`src/hdl/qdec_pkg.sv`:
```
// Types and constants of the quadrature decoder with speed estimate.
`timescale 1ns / 1ps

package qdec_pkg;

  // Width of the internal position counter.
  localparam int PosBits = 32;

  // Speed numerator: 256e6 = 1e6 us/s with 8 fraction bits.
  localparam int QuotBits = 28;
  localparam logic [QuotBits-1:0] SpeedNum = 28'd256000000;

  localparam logic [31:0] TimeoutReset = 32'd2000000;

  // step_dir codes
  localparam logic [1:0] DIR_NONE = 2'd0;
  localparam logic [1:0] DIR_UP   = 2'd1;
  localparam logic [1:0] DIR_DOWN = 2'd2;

  typedef struct packed {
    logic        chan_a;
    logic        chan_b;
    logic [31:0] now_us;
  } in_t;

  typedef struct packed {
    logic signed [31:0]   position;
    logic [1:0]           step_dir;
    logic [31:0]          edge_period_us;
    logic [QuotBits-1:0]  speed_q8;
  } out_t;

endpackage

```
`src/hdl/qdec_div.sv`:
```
// Bit-serial restoring divider: SpeedNum / divisor, one quotient bit per cycle.
`timescale 1ns / 1ps

module qdec_div (
  input  logic                          clk,
  input  logic                          rst_n,
  input  logic                          start,
  input  logic [31:0]                   divisor,
  output logic                          busy,
  output logic [qdec_pkg::QuotBits-1:0] quot
);

  localparam int CntW = $clog2(qdec_pkg::QuotBits);

  logic                          busy_r, busy_nxt;
  logic [CntW-1:0]               cnt_r, cnt_nxt;
  logic [31:0]                   dvs_r;
  logic [31:0]                   rem_r;
  logic [qdec_pkg::QuotBits-1:0] num_r;
  logic [qdec_pkg::QuotBits-1:0] quot_r;
  logic [32:0]                   trial;
  logic                          fits;

  // next partial remainder: shift in the next numerator bit
  assign trial = {rem_r, num_r[qdec_pkg::QuotBits-1]};
  assign fits  = (trial >= {1'b0, dvs_r});

  always_comb begin
    busy_nxt = busy_r;
    cnt_nxt  = cnt_r;
    if (start) begin
      busy_nxt = 1'b1;
      cnt_nxt  = CntW'(qdec_pkg::QuotBits - 1);
    end else if (busy_r) begin
      cnt_nxt = cnt_r - 1'b1;
      if (cnt_r == '0) begin
        busy_nxt = 1'b0;
      end
    end
  end

  always_ff @(posedge clk) begin
    if (!rst_n) begin
      busy_r <= 1'b0;
      cnt_r  <= '0;
    end else begin
      busy_r <= busy_nxt;
      cnt_r  <= cnt_nxt;
    end
  end

  always_ff @(posedge clk) begin
    if (start) begin
      dvs_r  <= divisor;
      rem_r  <= '0;
      num_r  <= qdec_pkg::SpeedNum;
      quot_r <= '0;
    end else if (busy_r) begin
      rem_r  <= fits ? 32'(trial - {1'b0, dvs_r}) : trial[31:0];
      num_r  <= {num_r[qdec_pkg::QuotBits-2:0], 1'b0};
      quot_r <= {quot_r[qdec_pkg::QuotBits-2:0], fits};
    end
  end

  assign busy = busy_r;
  assign quot = quot_r;

endmodule

```
`src/hdl/quadrature_decoder_with_speed.sv`:
```
// Top level: x4 quadrature decoder with edge-period speed estimate.
`timescale 1ns / 1ps
//
// Input channel (in_valid / in_stall / in_word): one word per sample with
// channel levels A and B and a free-running microsecond timestamp.
// Output channel (out_valid / out_stall / out_word): one word per sample
// with position, step direction, last step period and speed (Q8 steps/s).
// Config channel (cfg_valid / cfg_ready / cfg_data): the period timeout,
// always ready; write it only while no sample is in flight.
// A sample without a counted edge goes through ST_HOLD into the output
// register; the next sample is taken once the state is back in ST_IDLE.
// A counted edge starts the bit-serial divider, one quotient bit per cycle;
// the sample waits in ST_DIV until the divider is done, then goes through
// ST_HOLD into the output register. One sample is in work at a time.
// The output register lets a new sample be accepted while the previous
// word waits. If out_stall is held, the next finished word waits inside
// and in_stall stays high until the output register frees.
// Synchronous reset clears position, previous levels, edge time, period,
// and sets the timeout to 2000000 us.

module quadrature_decoder_with_speed (
  input  logic             clk,
  input  logic             rst_n,
  input  logic             in_valid,
  output logic             in_stall,
  input  qdec_pkg::in_t    in_word,
  output logic             out_valid,
  input  logic             out_stall,
  output qdec_pkg::out_t   out_word,
  input  logic             cfg_valid,
  output logic             cfg_ready,
  input  logic [31:0]      cfg_data
);

  typedef enum logic [2:0] {
    ST_IDLE = 3'b001,
    ST_DIV  = 3'b010,
    ST_HOLD = 3'b100
  } state_t;

  state_t state_r, state_nxt;

  logic                                 prev_a_r, prev_b_r;
  logic signed [qdec_pkg::PosBits-1:0]  cnt_r, cnt_nxt;
  logic [1:0]                           dir_r, dir_nxt;
  logic [31:0]                          last_time_r, last_time_nxt;
  logic [31:0]                          period_r, period_nxt;
  logic [31:0]                          tmo_r;
  logic                                 out_valid_r, out_valid_nxt;
  qdec_pkg::out_t                       out_r, out_nxt;

  logic                                 in_acc;
  logic                                 a, b;
  logic                                 up, down;
  logic [31:0]                          new_period;
  logic                                 div_busy;
  logic [qdec_pkg::QuotBits-1:0]        div_quot;
  logic                                 out_free;

  assign a = in_word.chan_a;
  assign b = in_word.chan_b;

  assign in_stall  = (state_r != ST_IDLE);
  assign in_acc    = in_valid && !in_stall;
  assign cfg_ready = 1'b1;

  // up conditions take priority over down when both channels toggle
  assign up   = (a && !prev_a_r && !b) || (!a && prev_a_r && b) ||
                (b && !prev_b_r && a)  || (!b && prev_b_r && !a);
  assign down = (b && !prev_b_r && !a) || (!b && prev_b_r && a) ||
                (a && !prev_a_r && b)  || (!a && prev_a_r && !b);

  assign new_period = in_word.now_us - last_time_r;

  qdec_div u_div (
    .clk     (clk),
    .rst_n   (rst_n),
    .start   (in_acc && (up || down)),
    .divisor (new_period),
    .busy    (div_busy),
    .quot    (div_quot)
  );

  assign out_free = !out_valid_r || !out_stall;

  always_comb begin
    state_nxt     = state_r;
    cnt_nxt       = cnt_r;
    dir_nxt       = dir_r;
    last_time_nxt = last_time_r;
    period_nxt    = period_r;
    out_valid_nxt = out_valid_r && out_stall;
    out_nxt       = out_r;

    unique case (state_r)
      ST_IDLE: begin
        if (in_acc) begin
          dir_nxt   = qdec_pkg::DIR_NONE;
          state_nxt = ST_HOLD;
          if (up) begin
            cnt_nxt = cnt_r + 1'b1;
            dir_nxt = qdec_pkg::DIR_UP;
          end else if (down) begin
            cnt_nxt = cnt_r - 1'b1;
            dir_nxt = qdec_pkg::DIR_DOWN;
          end
          if (up || down) begin
            period_nxt    = new_period;
            last_time_nxt = in_word.now_us;
            state_nxt     = ST_DIV;
          end
        end
      end
      ST_DIV: begin
        if (!div_busy) begin
          state_nxt = ST_HOLD;
        end
      end
      ST_HOLD: begin
        if (out_free) begin
          out_nxt.position       = 32'(cnt_r);
          out_nxt.step_dir       = dir_r;
          out_nxt.edge_period_us = period_r;
          // quotient is from the last counted edge; gated by current period
          out_nxt.speed_q8       = (period_r != '0 && period_r < tmo_r) ? div_quot : '0;
          out_valid_nxt          = 1'b1;
          state_nxt              = ST_IDLE;
        end
      end
      default: begin
        state_nxt = ST_IDLE;
      end
    endcase
  end

  always_ff @(posedge clk) begin
    if (!rst_n) begin
      state_r     <= ST_IDLE;
      prev_a_r    <= 1'b0;
      prev_b_r    <= 1'b0;
      cnt_r       <= '0;
      dir_r       <= qdec_pkg::DIR_NONE;
      last_time_r <= '0;
      period_r    <= '0;
      tmo_r       <= qdec_pkg::TimeoutReset;
      out_valid_r <= 1'b0;
    end else begin
      state_r     <= state_nxt;
      cnt_r       <= cnt_nxt;
      dir_r       <= dir_nxt;
      last_time_r <= last_time_nxt;
      period_r    <= period_nxt;
      out_valid_r <= out_valid_nxt;
      if (in_acc) begin
        prev_a_r <= a;
        prev_b_r <= b;
      end
      if (cfg_valid && cfg_ready) begin
        tmo_r <= cfg_data;
      end
    end
  end

  always_ff @(posedge clk) begin
    out_r <= out_nxt;
  end

  assign out_valid = out_valid_r;
  assign out_word  = out_r;

endmodule

```
`config.mk`:
```
export PLATFORM = sky130hd
export DESIGN_NAME = quadrature_decoder_with_speed
export DESIGN_NICKNAME = d
export VERILOG_FILES = /design/src/hdl/qdec_pkg.sv /design/src/hdl/qdec_div.sv /design/src/hdl/quadrature_decoder_with_speed.sv
export SDC_FILE = /design/constraint.sdc
export NUM_CORES = 1
export LEC_CHECK = 0
export BUFFER_PORTS_ARGS = -buffer_cell sky130_fd_sc_hd__buf_2
export CAP_MARGIN = 20
export CORE_ASPECT_RATIO = 1.1
export CORE_MARGIN = 2
export CORE_UTILIZATION = 35
export DETAILED_ROUTE_END_ITERATION = 7
export HOLD_SLACK_MARGIN = 0.08
export PLACE_DENSITY = 0.63
export SLEW_MARGIN = 15
export SYNTH_ARGS = -nofsm -noshare
export SYNTH_HDL_FRONTEND = slang
export SYNTH_SLANG_ARGS = --single-unit
export TNS_END_PERCENT = 100
```
`constraint.sdc`:
```
create_clock -name clk -period 9 [get_ports clk]
set_input_delay 0.9 -clock clk [delete_from_list [all_inputs] [get_ports clk]]
set_output_delay 0.9 -clock clk [all_outputs]
set_load 0.02 [all_outputs]
```
==> results of run 1 <==
layout by cell type, fill, tap and decap left out, types with 6 or more instances in the layout:
| master | count |
|---|---|
| a211oi_1 | 12 |
| a21o_1 | 39 |
| a21oi_1 | 143 |
| a311oi_1 | 13 |
| a31o_2 | 6 |
| a31oi_1 | 22 |
| and2_1 | 38 |
| and3_1 | 16 |
| buf_2 | 166 |
| buf_4 | 8 |
| clkbuf_16 | 39 |
| clkinv_2 | 10 |
| dfxtp_1 | 215 |
| edfxtp_1 | 126 |
| ha_1 | 97 |
| inv_1 | 117 |
| mux2i_1 | 85 |
| nand2_1 | 261 |
| nand2b_1 | 20 |
| nand3_1 | 51 |
| nand4_1 | 22 |
| nor2_1 | 172 |
| nor2b_1 | 6 |
| nor3_1 | 32 |
| nor4_1 | 24 |
| o211ai_1 | 22 |
| o21ai_0 | 64 |
| o21ai_1 | 13 |
| o21bai_1 | 6 |
| or3_1 | 12 |
| xnor2_1 | 45 |
| xor2_1 | 38 |
state kept, by name (all words and copies together) (netlist names), 3 cells and up:
signal	flops
u_div.cnt_r	5
out_word	94
period_r	32
state_r	3
u_div.num_r	14
u_div.dvs_r	32
u_div.rem_r	32
last_time_r	32
cnt_r	32
tmo_r	32
u_div.quot	28
how the worst min path moves through the flow:
stage	start	to	depth (start not counted)
after floorplan	dir_r[0]	out_word[60]	0
after global placement	dir_r[0]	out_word[60]	0
after detailed placement	dir_r[0]	out_word[60]	0
after CTS	dir_r[1]	out_word[61]	0
after global routing	dir_r[0]	out_word[60]	0
final	dir_r[1]	out_word[61]	0
final cells by class:
type                            count  area [sq um]
Tap cell                          660         825.8
Fill cell                        4934         29690
Inverter                          121         461.7
Multi-Input combinational cell   1367          8673
Timing Repair Buffer              174         890.9
Clock inverter                     23         211.5
Clock buffer                       49          1064
Sequential cell                   342          8112
critical path: stages (launching register included):
cell,delay [ps]
dfxtp_1,500
mux2i_1,330
mux2_2,720
xnor2_1,140
ha_1,290
or4_1,430
or3_1,340
a21oi_1,210
o31ai_1,110
and3_1,250
nand2_1,130
mux2i_1,220
xor2_1,170
nor2_1,50
metal layers:
| metal | global-route usage, % | up-vias | wire length, um |
|---|---|---|---|
| met2 | 29.34 | 357 | 21630 |
| li1 | - | 7049 | - |
| met1 | 20.98 | 6685 | 19530 |
| met5 | 0 | - | 17 |
| met3 | 3.619 | 98 | 2594 |
| met4 | 6.411 | 4 | 1493 |
report_power, final:
part           total (mW)  switching (mW)  internal, mW
Sequential           1.98           0.188          1.80
Combinational        1.49           0.899         0.589
Clock                1.59           0.656         0.930
Total                5.06            1.74          3.31
cell families after synthesis:
group	synth area share [%]
xor+xnor	4.121
compound gates	14.88
other cells	0.02126
buf+inv	5.001
flops	45.96
simple gates	17.73
fa+ha+maj	7.107
mux	5.178
per-stage QoR:
| step | util [%] | cell area [sq um] | cells | total power, mW |
|---|---|---|---|---|
| floorplan | - | 17640 | 1933 | 3.120 |
| global placement | 37.98 | 18960 | 2664 | 3.462 |
| detailed placement | 37.98 | 18960 | 2664 | 3.491 |
| CTS | 40.53 | 20240 | 2736 | 5.102 |
| global route | 40.53 | 20240 | 2736 | 5.369 |
| finish | 40.53 | 20240 | 2736 | 5.057 |
==> metrics.md, run 1 <==
| Metric | Value |
|---|---|
| N_diodes | `0` |
| Setup violations, final | `0` |
| RSZ-0062 raised after global routing | `no` |
| Pwr Density | `249.9 nW/um^2` |
| Asr flop ratio synth | `0%` |
| Setup TNS | `0 ps` |
| Worst Path Arrival | `4460 ps` |
| Register area share after synthesis | `45.96%` |
| Worst R2R Setup Slack | `4940 ps` |
| Via count | `14190` |
| Rel. slew slack | `30.08%` |
| Die ar. | `52210 sq um` |
| Hold_ws | `424.8 ps` |
| Post_cts resized | `0` |
| Worst-margin pin slew | `1022 ps` |
| Root Buffer | `clkbuf_16` |
| I/O pins | `168` |
| Top-count cell post-synth | `nand2_1` |
| Worst-skew pair later-pin latency | `560 ps` |
| Synthesized Nets | `2103` |
| Final #Nets | `2215` |
| Port Buffers | `166` |
| Initial Utilization | `35.33%` |
| Worst R2R Path Depth | `13` |
| Number of flops mapped to enable cells by yosys | `126` |
| Synth cell types | `78` |
| Mapped Area | `17640 sq um` |
| WL per Instance | `16.54 um` |
| Clk_skew | `17.90 ps` |
| Hpwl dp | `32170 um` |
| DRT Wirelength | `45270 um` |
| CP required | `9410 ps` |
| Final hold vios | `0` |
| Post-CTS Setup Inserts | `0` |
| Startpoint types | `flip-flop` |
| First-pass iteration count of the detailed router | `5` |
| Worst R2R Start | `prev_a_r` |
| Crit share post-route | `45.06%` |
| Area grow syn2layout | `14.73%` |
| Leak | `8.237 nW` |
| Top cell type's share of synthesized area | `24.51%` |
| Final ANT Viol Nets | `0` |
| Clock buffer count from CTS | `39` |
| Critical path startpoint | `prev_a_r` |
| Initial antenna violation count | `3` |
| Yosys top cell by area | `dfxtp_1` |
| Largest net degree at the start of global routing | `112` |
| FF+latch count, synth | `342` |
| Cts hold-fix bufs | `0` |
| Global-route wire length before repair | `71900 um` |
| Clk sink count | `342` |
| Top cells by area, synth | `dfxtp_1, edfxtp_1, ha_1` |
| Max IR drop VDD | `0.0002043 V` |
| TritonCTS clock tree | `built` |
| Worst min path class | `flip-flop to flip-flop` |
| Clk slew on worst S/H paths | `60 ps` |
| DR vias/cell | `5.188` |
| Chip Height | `239.5 um` |
| GRT Overall Usage | `17.10%` |
| Core area | `49930 sq um` |
| Primary FF master, synth | `dfxtp_1` |
| Slew Limit Fails | `0` |
| Share of layout cells above drive strength 1 | `12.96%` |
| GRT overflow | `0` |
| # DRC | `0` |
| Post-synth top cells | `nand2_1, dfxtp_1, nor2_1` |
| Synthesized area per cell | `9.125 sq um` |
| Clock buffer depth | `3` |
| Final worst setup slack | `4945 ps` |
| CP Class | `flip-flop to flip-flop` |
| Die width | `218.1 um` |
| Mapped Cells | `1933` |
| Status | `complete, no violations` |
| Vias in the first global route | `13690` |
| Post-route minimum period | `4055 ps` |
| CP Capture Type | `flip-flop` |
| Fmax | `0.2466 GHz` |
| Initial DRC count | `889` |
| Max FO, Critical Path | `39` |
| H-tree levels | `2` |
| Routability cong. | `0.9073` |
| DP Worst Slack | `4479 ps` |
| Max-cap viol count | `0` |
| Worst reg2reg endpoint | `cnt_r[28]` |
| Row Count | `86` |
| Worst setup path endpoint | `cnt_r[28]` |
| YS warnings | `0` |
Note: power is estimated with default switching activity, not from simulation.
==> inputs of run 2 (changes only) <==
--- a/config.mk
+++ b/config.mk
@@ -5,6 +5,7 @@
 export SDC_FILE = /design/constraint.sdc
 export NUM_CORES = 1
 export LEC_CHECK = 0
+export ABC_AREA = 1
 export BUFFER_PORTS_ARGS = -buffer_cell sky130_fd_sc_hd__buf_2
 export CAP_MARGIN = 20
 export CORE_ASPECT_RATIO = 1.1
@@ -12,7 +13,7 @@
 export CORE_UTILIZATION = 35
 export DETAILED_ROUTE_END_ITERATION = 7
 export HOLD_SLACK_MARGIN = 0.08
-export PLACE_DENSITY = 0.63
+export PLACE_DENSITY = 0.65
 export SLEW_MARGIN = 15
 export SYNTH_ARGS = -nofsm -noshare
 export SYNTH_HDL_FRONTEND = slang
==> constraint.sdc (replaced) <==
create_clock -name clk -period 3.4 [get_ports clk]
set_input_delay 0.34 -clock clk [delete_from_list [all_inputs] [get_ports clk]]
set_output_delay 0.34 -clock clk [all_outputs]
set_load 0.02 [all_outputs]
==> run 2 against run 1 <==
Global-route usage is 2.6 points higher. Sequential cell count stayed put. Largest cell class unchanged. Sequential share of layout area is 2.3 points lower. Area after synthesis is 4.0% higher. Clock skew is 2.0 ps lower.
==> metrics.md, run 2 <==
| Metric | Value |
|---|---|
| Status | `complete, no violations` |
| Share of layout cells above drive strength 1 | `11.88% (-1.1 points)` |
| CP Buf/Inv Count | `5 (+5)` |
| Clk slew on worst S/H paths | `60 ps (about the same)` |
| N_diodes | `0 (unchanged)` |
| Synth cell types | `59 (-24%)` |
| FF+latch count, synth | `342 (unchanged)` |
| Internal Power | `9.085 mW (+170%)` |
| Primary FF master, synth | `dfxtp_1` |
| Post-synth top cells | `nand2_1, inv_1, dfxtp_1` |
| Final #Nets | `2674 (+21%)` |
| Die ar. | `54240 sq um (+3.9%)` |
| RSZ-0062 raised after global routing | `no` |
| Initial antenna violation count | `1 (-2)` |
| # DRC | `0 (unchanged)` |
| Final ANT Viol Nets | `0 (unchanged)` |
| Worst R2R Path Depth | `14 (+1)` |
| Leak | `9.675 nW (+17%)` |
| Worst Path Arrival | `3360 ps (-1100 ps)` |
| Crit-path most repeated cell | `nand2_1` |
| Seq pwr share | `36.6% (-2.6 points)` |
| Global-route wire length before repair | `85200 um (+18%)` |
| Asr flop ratio synth | `0% (unchanged)` |
| Most frequent cells in the layout | `nand2_1, inv_1, dfxtp_1, a21oi_1, o21ai_0` |
| DRT Wirelength | `53930 um (+19%)` |
| H-tree levels | `2 (unchanged)` |
| Mapped Area | `18340 sq um (+4.0%)` |
| Row Count | `87 (+1.2%)` |
| Switching share of power | `38.56% (+4.1 points)` |
| Crit path cell chain | `dlygate4sd3_1 > buf_2 > inv_1 > nand2_1 > nand2_1 > nand2_4 > nand2_8 > buf_4 > nand2_1 > nand2_1 > nand2_1 > nor2_2 > nand3_1 > nor2_1 > nand2_1 > nand3_1 > nand3_1 > nand2_1 > inv_1` |
| Family with the most delay on the worst path | `simple AND/OR/NAND/NOR gates` |
| Largest net degree at the start of global routing | `93 (-17%)` |
| Area grow syn2layout | `17.07%` |
| Yosys top cell by area | `dfxtp_1` |
| Grt met2 use | `33.18% (+3.8 points)` |
| Root Buffer | `clkbuf_16` |
| Max IR drop VDD | `0.0004065 V (+99%)` |
| Worst-margin pin slew | `770.1 ps (-252.3 ps)` |
| Worst min path class | `input port to flip-flop` |
| Critical Path Max Stage Delay | `570 ps (-150 ps)` |
| Chip Height | `244.1 um (+1.9%)` |
| Clk_skew | `15.94 ps (-1.957 ps)` |
| DR vias/cell | `5.062 (-2.4%)` |
| Final hold vios | `0 (unchanged)` |
| Vias in the first global route | `15820 (+16%)` |
| Synthesized Nets | `2484 (+18%)` |
| Hold path cells | `3 (+3)` |
| Rel. slew slack | `47.99% (+18 points)` |
| Routability cong. | `0.9614 (+6.0%)` |
| Top-count cell post-synth | `nand2_1` |
| Top cells by area, synth | `dfxtp_1, edfxtp_1, nand2_1` |
| First-pass iteration count of the detailed router | `5 (unchanged)` |
| Worst-skew pair later-pin latency | `550 ps (about the same)` |
| Startpoint types | `input port` |
| YS warnings | `0 (unchanged)` |
| Design Power | `14.79 mW (+190%)` |
| Max-cap viol count | `0 (unchanged)` |
| Setup violations, final | `0 (unchanged)` |
| Die width | `222.2 um (+1.9%)` |
| CP required | `3860 ps (-5550 ps)` |
| GR Util met1 | `25.11% (+4.1 points)` |
| Fin area | `21470 sq um (+6.1%)` |
| P_sw | `5.702 mW (+230%)` |
| Clock buffer depth | `3 (unchanged)` |
| GRT Overall Usage | `19.69% (+2.6 points)` |
| Register area share after synthesis | `44.21% (-1.7 points)` |
| Max reg flops | `94 (unchanged)` |
| GRT overflow | `0 (unchanged)` |
| I/O pins | `168 (unchanged)` |
| Slew Limit Fails | `0 (unchanged)` |
| Post-CTS Setup Inserts | `0 (unchanged)` |
| Critical path's slowest cell | `dlygate4sd3_1` |
| Top cell type's share of synthesized area | `23.58% (-0.93 points)` |
| Synthesized area per cell | `7.925 sq um (-13%)` |
| Crit share post-route | `85.51%` |
| Setup TNS | `0 ps (unchanged)` |
| Leading cell type in the layout, fill and taps excluded | `nand2_1` |
| Post_cts resized | `0 (unchanged)` |
| Initial Utilization | `35.62% (+0.29 points)` |
| CP Capture Type | `flip-flop` |
| DP Worst Slack | `462.7 ps (-4016 ps)` |
| Via count | `16200 (+14%)` |
| Core area | `51490 sq um (+3.1%)` |
| Clk sink count | `342 (unchanged)` |
| GR Layer Usage met3 | `2.811% (-0.81 points)` |
| Logic pwr share | `35.1% (+5.7 points)` |
| Most Used Layer, Global Route | `met2` |
| Clock buffer count from CTS | `38 (-2.6%)` |
| Max FO, Critical Path | `29 (-26%)` |
| Placed cells | `3102 (+16%)` |
| Placed instance area | `19880 sq um (+4.8%)` |
| Mapped Cells | `2314 (+20%)` |
| Critical path depth | `19 (+6)` |
| Cts hold-fix bufs | `28 (+28)` |
| Final worst setup slack | `492.7 ps (-4452 ps)` |
| Post-route minimum period | `2907 ps` |
| Number of flops mapped to enable cells by yosys | `126 (unchanged)` |
| Hpwl dp | `41270 um (+28%)` |
| Fin cells | `3201 (+17%)` |
| CP Class | `input port to flip-flop` |
| TritonCTS clock tree | `built` |
| Fmax | `0.3440 GHz` |
| Initial DRC count | `1214 (+37%)` |
| Pwr Density | `688.8 nW/um^2 (+180%)` |
| Port Buffers | `166 (unchanged)` |
| Clock Power Share | `28.3% (-3.1 points)` |
| WL per Instance | `16.85 um (+1.8%)` |
[run 2: cell count changes in the layout (fill, tap and decap cells not counted), moves of 22 or more]
cell,before,now
inv_1,117,355
o21ai_0,64,172
mux2i_1,85,0
nand3_1,51,102
and2_1,38,6
a21o_1,39,15
o22ai_1,5,35
nand2_1,261,488
a21oi_1,143,212
nor2_1,172,150
xnor2_1,45,22
dlygate4sd3_1,0,28
[run 2: final cells by class]
type / instances / area [sq um]
clock inverter: 20 / 170.2
inverter: 363 / 1365
timing repair buffer: 219 / 1356
sequential: 342 / 8108
fill: 5186 / 30020
tap: 667 / 834.6
clock buffer: 50 / 1110
multi-input combinational: 1540 / 8524
[run 2: logic make-up (layout without fill, tap and decap cells)]
group,after synthesis,in the layout,synth area share (%)
other,1,1,0.02045
DFF,342,342,44.21
xor gates and xnor gates,76,76,3.855
adders and majority gates,99,99,6.837
buffers and inverters,432,652,9.389
and+or+nand+nor,827,827,18.97
AOI/OAI and AO/OA,537,537,16.72
[run 2: final timing paths]
check | startpoint | endpoint | slack [ps]
worst max register to register | last_time_r[2] | u_div.dvs_r[21] | 510
worst min-delay path | cfg_data[23] | tmo_r[23] | 100
worst min register to register | dir_r[0] | out_word[60] | 450
worst max-delay path | in_word[32] | cnt_r[26] | 490
[run 2: power groups by stage]
stage | Combinational [mW] | Clock [mW] | Sequential, mW
after detailed placement | 5.08 | 0 | 5.49
after floorplan | 3.79 | 0 | 5.25
after CTS | 5.15 | 4.30 | 5.41
final | 5.19 | 4.19 | 5.41
after global placement | 5.02 | 0 | 5.47
after global routing | 5.84 | 4.46 | 5.46
[run 2: metrics by stage]
stage	util, %	hold WS, ps
floorplan	-	406.4
global placement	38.61	425.4
detailed placement	38.61	434.5
CTS	41.64	80.92
global route	41.70	95.75
finish	41.70	104.1
[run 2: tightest hold or removal path, cell delays in order]
cell,delay [ps]
buf_2,70
o21ai_0,80
a21oi_1,120
[run 2: routing by layer]
layer	vias to the layer above	wire [um]
met5	-	0
met4	0	2350
met3	108	2737
met2	430	25260
met1	7588	23580
li1	8077	-
==> inputs of run 3 (changes only) <==
--- a/config.mk
+++ b/config.mk
@@ -13,9 +13,11 @@
 export CORE_UTILIZATION = 35
 export DETAILED_ROUTE_END_ITERATION = 7
 export HOLD_SLACK_MARGIN = 0.08
-export PLACE_DENSITY = 0.65
+export PLACE_DENSITY = 0.64
+export RECOVER_POWER = 50
 export SLEW_MARGIN = 15
 export SYNTH_ARGS = -nofsm -noshare
 export SYNTH_HDL_FRONTEND = slang
+export SYNTH_HIERARCHICAL = 1
 export SYNTH_SLANG_ARGS = --single-unit
 export TNS_END_PERCENT = 100
==> run 3 against run 2 <==
The run now ends with capacitance limit, slew limit left. Area after synthesis increased by 5.5%. Global-route usage decreased by 0.40 points. Final cell count increased by 12%. Highest routed layer is now met5. Largest cell class unchanged.
==> metrics.md, run 3 <==
| Metric | Value |
|---|---|
| Initial antenna violation count | `5 (+4)` |
| Startpoint types | `input port` |
| Post-synth top cells | `nand2_1, inv_1, nor2_1` |
| Final #Nets | `2980 (+11%)` |
| Port Buffers | `166 (unchanged)` |
| Leading cell type in the layout, fill and taps excluded | `nand2_1` |
| Vias in the first global route | `16390 (+3.6%)` |
| CP Capture Type | `flip-flop` |
| Initial DRC count | `1130 (-6.9%)` |
| Status | `finished with violations` |
| Register area share after synthesis | `41.91% (-2.3 points)` |
| Clock buffer count from CTS | `41 (+7.9%)` |
| Crit-path most repeated cell | `clkbuf_1` |
| Critical Path Max Stage Delay | `1660 ps (+1090 ps)` |
| Yosys top cell by area | `dfxtp_1` |
| Number of flops mapped to enable cells by yosys | `126 (unchanged)` |
| Via count | `17170 (+5.9%)` |
| Fin cells | `3581 (+12%)` |
| HP Start | `cfg_data[28]` |
| Max reg flops | `94 (unchanged)` |
| Pwr Density | `614.0 nW/um^2 (-11%)` |
| Hold Path Sink | `tmo_r[28]` |
| Internal Power | `8.757 mW (-3.6%)` |
| Critical path's slowest cell | `clkbuf_1` |
| Clk_skew | `32.78 ps (+16.84 ps)` |
| I/O pins | `168 (unchanged)` |
| P_sw | `5.077 mW (-11%)` |
| Max FO, Critical Path | `49 (+69%)` |
| Worst R2R Start | `state_r[0]` |
| Asr flop ratio synth | `0% (unchanged)` |
| Most frequent cells in the layout | `nand2_1, inv_1, nor2_1, dfxtp_1, a21oi_1` |
| Worst min path class | `input port to flip-flop` |
| Clk sink count | `342 (unchanged)` |
| Worst R2R Setup Slack | `590 ps (+80 ps)` |
| Root Buffer | `clkbuf_16` |
| Failing checks | `capacitance limit, slew limit` |
| Setup TNS | `0 ps (unchanged)` |
| Crit share post-route | `83.46% (-2.0 points)` |
| Die width | `228.2 um (+2.7%)` |
| WL per Instance | `15.66 um (-7.1%)` |
| Max-cap viol count | `1 (+1)` |
| Global-route wire length before repair | `87770 um (+3.0%)` |
| Synth cell types | `54 (-8.5%)` |
| Synthesized area per cell | `7.407 sq um (-6.5%)` |
| Final hold vios | `0 (unchanged)` |
| Crit path cell chain | `clkbuf_1 > clkbuf_1 > o21ai_0 > a31oi_1` |
| Setup violations, final | `0 (unchanged)` |
| Clock Power Share | `31.6% (+3.3 points)` |
| Worst reg2reg endpoint | `last_time_r[21]` |
| GRT overflow | `0 (unchanged)` |
| Synthesized Nets | `2782 (+12%)` |
| Hold_ws | `86.28 ps (-17.81 ps)` |
| Max IR drop VDD | `0.0003487 V (-14%)` |
| Fmax | `0.3524 GHz (+2.5%)` |
| DR vias/cell | `4.793 (-5.3%)` |
| DRT Wirelength | `56060 um (+4.0%)` |
| Final ANT Viol Nets | `0 (unchanged)` |
| Clk slew on worst S/H paths | `60 ps (about the same)` |
| # DRC | `0 (unchanged)` |
| Top-count cell post-synth | `nand2_1` |
| Rel. slew slack | `-59.25% (-110 points)` |
| RSZ-0062 raised after global routing | `no` |
| Leak | `10.40 nW (+7.5%)` |
| Placed cells | `3463 (+12%)` |
| YS warnings | `6 (+6)` |
| Post_cts resized | `0 (unchanged)` |
| CP required | `3880 ps (+20 ps)` |
| Worst R2R Path Depth | `11 (-3)` |
| Slew Limit Fails | `50 (+50)` |
| Top cell type's share of synthesized area | `22.35% (-1.2 points)` |
| CP Class | `input port to flip-flop` |
| GRT Overall Usage | `19.29% (-0.40 points)` |
| Hpwl dp | `42720 um (+3.5%)` |
| Clock buffer depth | `3 (unchanged)` |
| Worst-skew pair later-pin latency | `570 ps (+20 ps)` |
| Fillers | `5751 (+11%)` |
| Core area | `54730 sq um (+6.3%)` |
| Hold path cells | `3 (unchanged)` |
| Row Count | `90 (+3.4%)` |
| Top cells by area, synth | `dfxtp_1, edfxtp_1, nand2_1` |
| Seq pwr share | `38.4% (+1.8 points)` |
| First-pass iteration count of the detailed router | `6 (+1)` |
| Share of layout cells above drive strength 1 | `7.351% (-4.5 points)` |
| Mapped Area | `19350 sq um (+5.5%)` |
| TritonCTS clock tree | `built` |
| Mapped Cells | `2612 (+13%)` |
| Largest net degree at the start of global routing | `71 (-24%)` |
| Logic pwr share | `30.0% (-5.1 points)` |
| Initial Utilization | `35.35% (-0.26 points)` |
| Chip Height | `250.6 um (+2.7%)` |
| Switching share of power | `36.70% (-1.9 points)` |
| Primary FF master, synth | `dfxtp_1` |
| FF+latch count, synth | `342 (unchanged)` |
| Area grow syn2layout | `16.46%` |
| Die ar. | `57180 sq um (+5.4%)` |
| Worst Path Arrival | `3320 ps (-40 ps)` |
| Routability cong. | `0.9650 (+0.37%)` |
| H-tree levels | `2 (unchanged)` |
| Post-route minimum period | `2838 ps (-69.61 ps)` |
| Worst-margin pin slew | `2389 ps (+1619 ps)` |
run 3: cell types whose count changed in the layout (fill, tap and decap cells not counted), sizes merged, moves of 7 or more:
cell         before  now
o21ai           176  167
clkbuf           50  158
a21o             15    7
dlygate4sd3      28   40
nand4            12   40
a21oi           212  174
nor4             15    8
o211ai           32    8
nand2           499  585
nor2            163  257
nand3           102  152
xnor2            22   13
inv             364  488
buf             191   90
run 3: worst max-delay path by stage:
stage,from,end,slack [ps],cells after the start
floorplan,state_r[1],u_div/num_r[15],590,10
global placement,in_word[0],period_r[24],540,17
detailed placement,in_word[0],period_r[24],520,17
CTS,in_word[14],period_r[29],720,14
global route,state_r[0],last_time_r[22],230,11
finish,rst_n,state_r[2],560,4
run 3: logic make-up after synthesis:
kind of cell             share of synthesized area, %
AND/OR/NAND/NOR                                 23.60
buffers and inverters                           11.47
AO/OA/AOI/OAI                                   13.32
flip-flops                                      41.91
adder cells (fa/ha/maj)                         6.480
XOR/XNOR                                        3.208
other                                         0.01938
run 3: worst max-delay path: cells and delay by family:
family / cells / cell delay, ps
AOI/OAI and AO/OA: 2 / 400
buffers and inverters: 2 / 2540
run 3: cell type report:
type / count / area, sq um / share of cell area (%)
Tap cell: 736 / 920.9 / 4.087
Inverter: 486 / 1826 / 8.102
Timing Repair Buffer: 234 / 1299 / 5.764
Clock buffer: 54 / 1116 / 4.953
Sequential cell: 342 / 8108 / 35.98
Multi-Input combinational cell: 1705 / 9019 / 40.03
Antenna cell: 2 / 5.005 / 0.02221
Clock inverter: 22 / 239.0 / 1.061
run 3: layer usage:
layer / vias to the layer above / GRT usage, % / share of wire (%)
met2: 413 / 33.99 / 49
met3: 131 / 3.301 / 4.9
met5: - / 0 / 0.046
met4: 4 / 8.179 / 4.1
li1: 8866 / - / -
met1: 7751 / 23.14 / 42
run 3: repair_timing:
item	CTS	global route
endpoints found under the hold margin	40	0
hold buffers	40	0
buffers inserted	0	0
run 3: power by group through the flow:
| stage | clock [mW] | combinational (mW) | sequential (mW) |
|---|---|---|---|
| floorplan | 0 | 2.94 | 5.25 |
| global placement | 0 | 4.10 | 5.40 |
| detailed placement | 0 | 4.11 | 5.39 |
| CTS | 4.51 | 4.17 | 5.31 |
| global route | 4.66 | 4.67 | 5.37 |
| finish | 4.37 | 4.15 | 5.32 |
run 3: through the flow:
step           util, %  power (mW)  setup slack, ps  instance area (sq um)
2_1_floorplan        -       8.192            594.0                  19360
3_3_place_gp     38.27       9.497            536.1                  20950
3_5_place_dp     38.27       9.498            516.2                  20950
4_1_cts          41.48       14.00            719.9                  22700
5_1_grt          41.16       14.70            233.4                  22530
6_report         41.17       13.83            562.3                  22530
